## src/sv/gbat_pkg.sv

```systemverilog
// Shared types and constants for the group-by aggregation table.
`default_nettype none

package gbat_pkg;

  localparam int MAX_GROUPS_DEF = 16;
  localparam int RESULT_CAP     = 16;

  localparam int KEY_W  = 16;
  localparam int CNT_W  = 16;
  localparam int QTY_W  = 16;
  localparam int PRC_W  = 20;
  localparam int PROD_W = QTY_W + PRC_W;
  localparam int QSUM_W = 32;
  localparam int VSUM_W = 48;

  typedef enum logic [1:0] {
    CMD_RECORD  = 2'd0,
    CMD_READOUT = 2'd1,
    CMD_CLEAR   = 2'd2
  } cmd_e;

  typedef enum logic [2:0] {
    ST_CREATED = 3'd0,
    ST_UPDATED = 3'd1,
    ST_DROPPED = 3'd2,
    ST_READOUT = 3'd3,
    ST_CLEARED = 3'd4
  } status_e;

  typedef enum logic [2:0] {
    CELL_HOLD  = 3'd0,
    CELL_LEFT  = 3'd1,
    CELL_RIGHT = 3'd2,
    CELL_WRAP  = 3'd3,
    CELL_NEW   = 3'd4,
    CELL_ACC   = 3'd5
  } cell_op_e;

  typedef struct packed {
    logic [KEY_W-1:0]  key;
    logic [CNT_W-1:0]  cnt;
    logic [QSUM_W-1:0] qsum;
    logic [VSUM_W-1:0] vsum;
  } entry_t;

  typedef struct packed {
    logic eq;
    logic gt;
  } cell_stat_t;

endpackage

`default_nettype wire

```

## src/sv/gbat_cell.sv

```systemverilog
// One table cell: holds a group, compares its key, accumulates, shifts to neighbors.
`default_nettype none

module gbat_cell import gbat_pkg::*; (
  input  wire logic              clk_i,
  input  wire cell_op_e          op_i,
  input  wire entry_t            left_i,
  input  wire entry_t            right_i,
  input  wire entry_t            wrap_i,
  input  wire entry_t            new_i,
  input  wire logic [KEY_W-1:0]  code_i,
  input  wire logic [QTY_W-1:0]  qty_i,
  input  wire logic [PROD_W-1:0] prod_i,
  output entry_t                 entry_o,
  output entry_t                 acc_o,
  output cell_stat_t             stat_o
);

  entry_t entry_q, entry_d;
  logic [CNT_W:0]  cnt_sum;
  logic [QSUM_W:0] qty_sum;
  logic [VSUM_W:0] val_sum;

  always_comb begin
    cnt_sum = {1'b0, entry_q.cnt} + {{CNT_W{1'b0}}, 1'b1};
    qty_sum = {1'b0, entry_q.qsum} + {{(QSUM_W + 1 - QTY_W){1'b0}}, qty_i};
    val_sum = {1'b0, entry_q.vsum} + {{(VSUM_W + 1 - PROD_W){1'b0}}, prod_i};
    acc_o.key  = entry_q.key;
    acc_o.cnt  = cnt_sum[CNT_W] ? {CNT_W{1'b1}} : cnt_sum[CNT_W-1:0];
    acc_o.qsum = qty_sum[QSUM_W] ? {QSUM_W{1'b1}} : qty_sum[QSUM_W-1:0];
    acc_o.vsum = val_sum[VSUM_W] ? {VSUM_W{1'b1}} : val_sum[VSUM_W-1:0];
  end

  always_comb begin
    case (op_i)
      CELL_HOLD:  entry_d = entry_q;
      CELL_LEFT:  entry_d = left_i;
      CELL_RIGHT: entry_d = right_i;
      CELL_WRAP:  entry_d = wrap_i;
      CELL_NEW:   entry_d = new_i;
      CELL_ACC:   entry_d = acc_o;
      default:    entry_d = entry_q;
    endcase
  end

  always_ff @(posedge clk_i) begin
    entry_q <= entry_d;
  end

  assign entry_o   = entry_q;
  assign stat_o.eq = (entry_q.key == code_i);
  assign stat_o.gt = (entry_q.key > code_i);

endmodule

`default_nettype wire

```

## config.mk

```make
export PLATFORM = sky130hd
export DESIGN_NAME = gbat_cell
export DESIGN_NICKNAME = d
export VERILOG_FILES = /design/src/sv/gbat_pkg.sv /design/src/sv/gbat_cell.sv
export SDC_FILE = /design/constraint.sdc
export NUM_CORES = 1
export LEC_CHECK = 0
export ABC_AREA = 1
export BUFFER_PORTS_ARGS = -buffer_cell sky130_fd_sc_hd__buf_2
export CAP_MARGIN = 10
export CORE_AREA = 8 8 285 287
export CTS_CLUSTER_SIZE = 16
export DETAILED_ROUTE_END_ITERATION = 16
export DIE_AREA = 0 0 293 295
export HOLD_SLACK_MARGIN = 0.15
export SLEW_MARGIN = 20
export SYNTH_ARGS = -nofsm -noshare
export SYNTH_HDL_FRONTEND = slang
export SYNTH_SLANG_ARGS = --single-unit
```

## constraint.sdc

```tcl
create_clock -name clk_i -period 9.5 [get_ports clk_i]
set_input_delay 1.9 -clock clk_i [delete_from_list [all_inputs] [get_ports clk_i]]
set_output_delay 1.9 -clock clk_i [all_outputs]
set_load 0.02 [all_outputs]
```

---- Word level (Yosys, flattened, before mapping) ----
Index checks and enable logic that the tools add are counted.
storage, ports and cells
  register bits ........................... 112
  bits in latches ......................... 0
  bits in writable memories ............... 0
  bits in read-only memories .............. 0
  input port bits ......................... 520
  output and inout bits ................... 226
  word-level logic and storage cells ...... 22
  memories kept ........................... 0
operators by class
  $add $sub $neg .......................... 3
  multipliers ............................. 0
  divide/modulo/power cells ............... 0
  magnitude comparators ................... 1
  equal/unequal tests ..................... 6
  shifts and indexed selects .............. 0
  multiplexer cells ....................... 4
  bitwise gates (word level) .............. 1
  reductions and logical operators ........ 3
operators with widths
  operator                                                               number
  112-bit case mux with 5 select lines                                   1
  48-bit by 36-bit adder with 49-bit output                              1
  48-bit two-way mux                                                     1
  32-bit by 16-bit adder with 33-bit output                              1
  32-bit two-way mux                                                     1
  16-bit by 1-bit adder with 17-bit output, second input constant        1
  16-bit equality test                                                   1
  16-bit > comparator                                                    1
  16-bit two-way mux                                                     1
  3-bit by 2-bit equality test with 1-bit output, second input constant  2
  3-bit equality test, second input constant                             2
  5-bit nonzero test                                                     1
  4-bit nonzero test                                                     1
  3-bit by 1-bit equality test with 1-bit output, second input constant  1
  2-bit AND reduction                                                    1
  1-bit inverter                                                         1

---- Longest topological paths before layout ----
Gate-level depths: netlist (run 1).
  word-level depth ........................ 3
  mapped depth ............................ 16
  gate-level depth less buffers ........... 15

---- Worst setup path after synthesis (run 1) ----
No wires, ideal clock.
  path type ............................... input-to-output
  start point ............................. input code_i[15]
  end point ............................... output stat_o[0] in the netlist's numbering
  arrival ................................. 3.761 ns
  data required time ...................... 7.600 ns
  path slack .............................. 3.839 ns
  stages on the path ...................... 9
  path buffers ............................ 0
  cells stage by stage .................... inv_1 -> ha_1 -> nand2_1 -> inv_1 -> nand3_1 -> nor4_1 -> inv_1 -> nor4b_1 -> nor2_1
RTL lines
  element             line             source
  start: declaration  gbat_cell.sv:11  input wire logic [KEY_W-1:0] code_i,
  end: declaration    gbat_cell.sv:16  output cell_stat_t stat_o

==> out/results.txt, run 1 <==
The footprint of the multi-input gates was 8270 um^2; the worst setup slack after placement was 2790 ps. The maximum cell stage delay along the critical path was 480 ps; the number of nets produced by synthesis was 2661. Setup violations remaining at the end of the flow were counted as 0.

For the worst setup path, the data required time is 7600 ps. The routed design has 88.0 mm of wire. Setup total negative slack on the finished layout was measured at 0 ps. The critical path is of the primary input to primary output type. Once the floorplan was initialized, standard cells occupied 17.1% of the core. Summing over every cut layer, the via total after detailed routing is 17125. Entering global routing, the biggest net connects 113 pins. The cell class contributing the biggest share of worst-path delay is simple AND/OR/NAND/NOR gates. In this run the core area contains 102 standard-cell rows. Count of buffer and inverter cells on the critical path: 3. Dominant cell by count in the synthesized netlist: sky130_fd_sc_hd__nand2_1. Routability-driven placement finished with a final weighted congestion of 0.975. Measured on the finished design, the core utilization comes to 23.8%.

The via count of the first global-routing pass was 17119; the global-route wire length before repair was 121 mm. Across the run, the number of max-cap violations was 0. The clock tree skew after final layout was 29.1 ps. The detailed-route wire length per cell came out at 23.1 um. The critical path goes through buf_2 -> ha_1 -> fa_1 -> nand3_1 -> nand3_2 -> nand2_1 -> nand2_2 -> nand2_2 -> a21oi_2 -> nor2_4 -> buf_4 -> nand3_1 -> buf_2. Global routing usage summed across all routing layers: 19.2%. The post-synthesis cell type count was 45; the final-report hold violation count was 0.

By count the netlist is led by 797 x sky130_fd_sc_hd__nand2_1, 284 x sky130_fd_sc_hd__inv_1, 134 x sky130_fd_sc_hd__nand3_1, 132 x sky130_fd_sc_hd__nor2_1, 116 x sky130_fd_sc_hd__nand4_1. The number of buffers inserted during clock tree synthesis was 9; the ratio of final minimum period to clock period was 70.2%. The endpoint of the worst-slack reg-to-reg timing path was entry_o[15].

Counting flops and latches in the post-synthesis netlist gives 112. Summing all placed instances gives a cell area of 17900 um^2. The analysis attributes to cell leakage a power of 9.58 nW. Setup repair after global routing left no endpoint under its margin. The count of flip-flops with a built-in enable after synthesis works out to 112. The startpoint identified for the worst register-to-register timing path is entry_o[0]. The die is 295 um tall.

TritonCTS built the clock tree. The die is 293 um wide. The run gives 3350 as the final layout net count. The min-delay analysis places its worst path in the category register to register.

The post-CTS clock slew at the launch and capture registers of the worst setup and hold paths is 100 ps, and the average footprint of a synthesized cell is 6.33 um^2. At the pin with the least slew margin, the transition time is 1040 ps. In this run the register-to-register setup slack is 5690 ps. The run gives 0 as the max-slew violation total from the final report. The netlist area before placement was 13100 um^2; the number of buffers inserted to repair setup after CTS was 0. The critical path crosses 13 cells after its start point. The flow ran to the end, and the final reports show no timing, DRC or antenna violations.

For the worst setup path, the data arrival time is 4770 ps. Once the clock tree was built, the resizer swapped 0 gates to a different size. For the number of antenna violations at the first check in global routing, the log shows 33.

The core region is 76700 um^2. The run gives 2070 as the cell count after synthesis. The startpoint identified for the worst hold timing path is entry_o[95]. The worst ir drop on vdd is 0.0000758 V, and the total chip power is 2.68 mW. During I/O placement, the number of pins put on the boundary was 746. sky130_fd_sc_hd__edfxtp_1 takes more of the synthesized area than any other cell. Once detail routing completed, the nets flagged for antenna violations numbered 0. The pre-antenna-repair detailed-routing pass consisted of 5 iterations.

The final hold slack came out at 777 ps. By area the synthesized netlist is led by sky130_fd_sc_hd__edfxtp_1 26%, sky130_fd_sc_hd__nand2_1 23%, sky130_fd_sc_hd__inv_1 8.1%, sky130_fd_sc_hd__ha_1 6.6%, sky130_fd_sc_hd__a22oi_1 6.4%. The share of the Yosys chip area taken by registers is 25.7%. Summing all non-filler instances in the final layout gives an area of 18200 um^2. No sink is reached through more buffers than the 2 on the longest clock path. STA classifies the critical path endpoint as a primary output. In this run the power density over the cells is 147 nW/um^2.

The clock reaches the later pin of the worst-skew pair after 420 ps. Number of DRC markers after the initial detailed-route iteration: 1223. For this run, the leading register cell type out of synthesis is sky130_fd_sc_hd__edfxtp_1.

During synthesis, Yosys emitted a total of 0 warnings. Summed over all nets, the half-perimeter wirelength after detailed placement is 74.9 mm. The depth of the worst register-to-register path was 13. The CTS sink count is 112, and the total DRC errors in the routed layout is 0.

The worst hold path was traced through 4 stages. The depth of the CTS H-tree is 3, and the area growth from synthesis to layout is 39.0%. For this run, asynchronously set or reset flops after synthesis account for 0%. Buffers inserted to repair hold after CTS numbered 0. The worst-path cell with the longest stage delay is sky130_fd_sc_hd__fa_1. The count of cells in the finished layout, fillers not included, comes to 3815.

The die covers 86400 um^2. The tools report the critical path startpoint category as a primary input. After synthesis, the largest area contributor takes up 25.7% of total cell area. Across the whole layout, storage elements account for 3360 um^2. The path with the worst hold slack has its endpoint at entry_o[95]. The tools report the library cell used as clock root buffer as sky130_fd_sc_hd__clkbuf_16. Dividing the detail-routed via count by the number of cells gives 4.49.

The post-route netlist has 31.7% of its cells at a drive strength greater than 1. The logs give 2830 ps for the worst setup margin and 31.0% for the normalized max-slew margin. Along the worst path, the maximum fanout reaches 14. The run gives 0.150 GHz as the timing-limited maximum frequency. The worst path needs 6670 ps of the cycle, external delays included. The count of buffers from port buffering works out to 745. In this run, placement finished with an instance count of 3788.

The filler cells instantiated in the layout total 8817. The global-route congestion overflow total was 0.
[per-layer routing]
layer	global-route usage [%]	wire, um	up-vias
met2	33.7	42800	839
met4	5.13	2220	10
met5	0	61	-
met3	4.80	7760	121
li1	-	-	8195
met1	23.3	35100	7960
[cells in the final DEF, fill, tap and decap left out, types with 23 or more instances in the layout]
cell type and n:
sky130_fd_sc_hd__nand2_1 797, sky130_fd_sc_hd__a21oi_1 43, sky130_fd_sc_hd__xor2_1 30, sky130_fd_sc_hd__nand3_1 134, sky130_fd_sc_hd__a22oi_1 111, sky130_fd_sc_hd__buf_2 745, sky130_fd_sc_hd__nand3_2 28, sky130_fd_sc_hd__or2_2 23
sky130_fd_sc_hd__edfxtp_1 112, sky130_fd_sc_hd__nor2_1 130, sky130_fd_sc_hd__ha_1 69, sky130_fd_sc_hd__inv_1 284, sky130_fd_sc_hd__nand4_1 116
[tightest hold or removal path: stages (launching register included)]
cell and delay (ps):
sky130_fd_sc_hd__edfxtp_1 400, sky130_fd_sc_hd__nand2_1 70, sky130_fd_sc_hd__nand3_1 90, sky130_fd_sc_hd__nand2_1 60, sky130_fd_sc_hd__nand4_1 60
[kinds of logic after synthesis]
family	synth area share, %
xor+xnor	2.41
compound gates	9.88
buf+inv	11.5
fa+ha+maj	6.89
simple gates	43.7
flops	25.7
[worst max-delay path by stage]
| stage | slack [ps] | endpoint | from |
|---|---|---|---|
| floorplan | 3840 | stat_o[0] | code_i[15] |
| detailed placement | 2790 | acc_o[15] | prod_i[0] |
| global route | 2650 | acc_o[47] | prod_i[0] |
| global placement | 2850 | acc_o[47] | prod_i[0] |
| CTS | 2780 | acc_o[15] | prod_i[0] |
| finish | 2830 | acc_o[47] | prod_i[0] |
[power by group]
part           switching (mW)  internal (mW)  total, mW
logic                   0.998          0.478       1.48
clock network           0.274          0.196      0.470
registers              0.0934          0.636      0.730
[area by class of cell]
type,count,area share (%)
clock buffers,9,1.24
diodes,11,0.151
repair buffers,757,21.1
well taps,1040,7.14
multi-input cells,1588,45.4
flip-flops and latches,112,18.5
inverters,291,6.01
clock inverters,7,0.515
[flip-flops by register name, summed over array words and instances, names as in the netlist]
register	flops
entry_o	96
acc_o	16
No activity file was read; power rests on OpenSTA's default activity.
==> run 2, diff against run 1 <==
clock period = 5.5 ns   (was 9.5 ns; I/O delays follow)
==> out/results.txt, run 2 (synthesis results as in run 1) <==
The final-report hold violation count was 0 (unchanged). The via count of the first global-routing pass is 17246 (was 17119). The tools report the endpoint of the worst-slack reg-to-reg timing path as entry_o[16] (was entry_o[15]).

The total DRC errors in the routed layout was 0 (unchanged); the total of fill cells in the finished design was 8765 (was 8817). The mean number of vias per cell came out at 4.50 (was 4.49). For the slack of the worst reg-to-reg path, the log shows 1830 ps (was 5690 ps). The last weighted congestion value of the routability-driven placer was 0.975 (about the same). The post-CTS clock slew at the launch and capture registers of the worst setup and hold paths is 110 ps (was 100 ps). The detailed-route wire length per cell is 22.8 um (was 23.1 um).

For the total number of placement rows, the log shows 102 (unchanged). Setup repair after global routing left no endpoint under its margin. Endpoint of the worst hold path: entry_o[95] (unchanged). Crit-path cells: buf_2 -> ha_1 -> fa_1 -> nand3_1 -> nand3_2 -> nand2_1 -> nand2_2 -> nand2_2 -> nand2_2 -> nand3_1 -> nand3_2 -> or2_2 -> buf_2 (was buf_2 -> ha_1 -> fa_1 -> nand3_1 -> nand3_2 -> nand2_1 -> nand2_2 -> nand2_2 -> a21oi_2 -> nor2_4 -> buf_4 -> nand3_1 -> buf_2).

The area growth from synthesis to layout was 39.6% (was 39.0%); the number of hold-repair buffers added at the cts stage was 0 (unchanged). For the worst setup slack after placement, the log shows 559 ps (was 2790 ps). The deepest clock path buffer count was 2 (unchanged); the actual transition at the worst max-transition pin was 821 ps (was 1040 ps). For the half-perimeter wire length after detailed placement, the log shows 73.8 mm (was 74.9 mm). Number of flip-flops under the largest register name: 96 (unchanged). The x dimension of the die came out at 293 um (unchanged). The required time at the worst-slack endpoint is 4400 ps (was 7600 ps). The tools report the depth of the CTS H-tree as 3 (unchanged). The worst-path cell with the longest stage delay was sky130_fd_sc_hd__or2_2 (was sky130_fd_sc_hd__fa_1).

Among the stages of the critical path, the cell type that occurs most often is sky130_fd_sc_hd__nand2_2. Commonest non-fill, non-tap cells in the layout: 797 x sky130_fd_sc_hd__nand2_1, 745 x sky130_fd_sc_hd__buf_2, 284 x sky130_fd_sc_hd__inv_1 (unchanged). The tools report the worst-skew pair later-pin latency as 410 ps (was 420 ps). The logs give 746 (unchanged) for the number of top-level pins and 19.1% (was 19.2%) for the global routing usage summed across all routing layers. The tools report the startpoint of the most critical hold path as entry_o[95] (unchanged). The tools report the normalized max-slew margin as 45.3% (was 31.0%). The library cell used as clock root buffer was sky130_fd_sc_hd__clkbuf_16 (unchanged).

The starting density of the core was 17.1% (unchanged). The global-route wire length before repair is 121 mm (about the same), and the core footprint is 76700 um^2 (unchanged). The kind of path behind the tightest hold check is register to register (unchanged). The run gives 25.0 ps (was 29.1 ps) as the clock tree skew after final layout.

The endpoint class of the critical path was a primary output (unchanged). The most frequent standard cell in the layout excluding fill and tap cells was sky130_fd_sc_hd__nand2_1 (unchanged). The share of post-route cells with drive strength above 1 is 31.7% (about the same). The power density over cell area is 254 nW/um^2 (was 147 nW/um^2), and the final setup violation count is 0 (unchanged). The shortest period the worst path allows works out to 4890 ps. The flow ran to the end, and the final reports show no timing, DRC or antenna violations. The maximum cell stage delay along the critical path was 510 ps (was 480 ps); the remaining antenna violation count was 0 (unchanged). The number of buffers inserted to repair setup after CTS was 0 (unchanged); the depth of the worst register-to-register path was 13 (unchanged). The launch instance of the worst register-to-register path is entry_o[0] (unchanged). Startpoint-to-endpoint class of the critical path: primary input to primary output (unchanged). The depth of the worst hold-timing path is 4 (unchanged). The global-route congestion overflow total is 0 (unchanged), and the ratio of final minimum period to clock period is 88.8%.

The logs give 9.62 nW (was 9.58 nW) for the leakage power and 112 (unchanged) for the CTS sink count. The logs give 0 (unchanged) for the max-slew violation total from the final report and 0 ps (unchanged) for the setup TNS after final layout. The number of antenna violations at the first check in global routing was 29 (was 33); the timing-limited maximum frequency was 0.205 GHz. The length of the first detailed-routing pass in iterations came out at 5 (unchanged). The count of buffers from port buffering was 745 (unchanged); the worst setup margin was 614 ps (was 2830 ps).

Reported max-cap violation count: 0 (unchanged). The final layout net count is 3352 (was 3350), and the number of buffers inserted during clock tree synthesis is 9 (unchanged). The number of DRC markers after the initial detailed-route iteration came out at 1236 (was 1223).

Number of resized instances in the post-cts repair step: 0 (unchanged). The total length of routed wires was 87.1 mm (was 88.0 mm); the largest fanout on the critical path was 16 (was 14). The tools report the routed via count as 17172 (was 17125).

The arrival time reported for the critical path endpoint is 3790 ps (was 4770 ps), and the die height is 295 um (unchanged). The tools report the largest net degree at the start of global routing as 113 (unchanged). The tools report the critical path startpoint category as a primary input (unchanged). The run gives 86400 um^2 (unchanged) as the overall die area. The tools report the worst ir drop on vdd as 0.000142 V (was 0.0000758 V). TritonCTS built the clock tree.
-- run 2: routing by layer --
layer	GRT usage, %	wire length (um)	vias up
met5	0	60	-
met4	4.59	1920	10
met3	4.66	6980	95
met2	33.7	42900	858
met1	23.2	35300	8000
li1	-	-	8209
-- run 2: cell type report --
type                       instances  area [um^2]  area share (%)
multi-input combinational       1588         8270            45.2
timing repair buffer             759         3920            21.4
sequential                       112         3360            18.4
tap                             1040         1300            7.11
inverter                         291         1090            5.98
clock buffer                       9          225            1.23
clock inverter                     7          103           0.561
antenna                            9         22.5           0.123
-- run 2: worst max path at each step --
stage,slack (ps),start,endpoint,cells past startpoint
global placement,580,prod_i[0],acc_o[47],12
finish,610,prod_i[0],acc_o[16],13
CTS,550,prod_i[0],acc_o[47],12
detailed placement,560,prod_i[0],acc_o[47],12
floorplan,1440,code_i[15],stat_o[0],9
global route,430,prod_i[0],acc_o[47],12
-- run 2: worst max-delay path: cells and delay by family --
kind | cells | cell delay (ps)
and+or+nand+nor | 9 | 1640
adders and majority gates | 2 | 750
buffers and inverters | 2 | 270
-- run 2: metrics by stage --
stage | util (%) | cells | area [um^2] | power (mW) | hold slack [ps]
after floorplan | - | 2070 | 13100 | 2.70 | 949
after CTS | 23.8 | 3806 | 18300 | 4.71 | 750
after global placement | 23.4 | 3790 | 17900 | 3.85 | 702
final | 23.9 | 3815 | 18300 | 4.65 | 748
after detailed placement | 23.4 | 3790 | 17900 | 3.85 | 721
after global routing | 23.8 | 3808 | 18300 | 4.94 | 827
-- run 2: where the power goes --
| part | total [mW] | internal (mW) | switching, mW |
|---|---|---|---|
| Sequential | 1.27 | 1.10 | 0.169 |
| Clock | 0.829 | 0.348 | 0.481 |
| Combinational | 2.56 | 0.839 | 1.72 |
| Total | 4.65 | 2.29 | 2.37 |
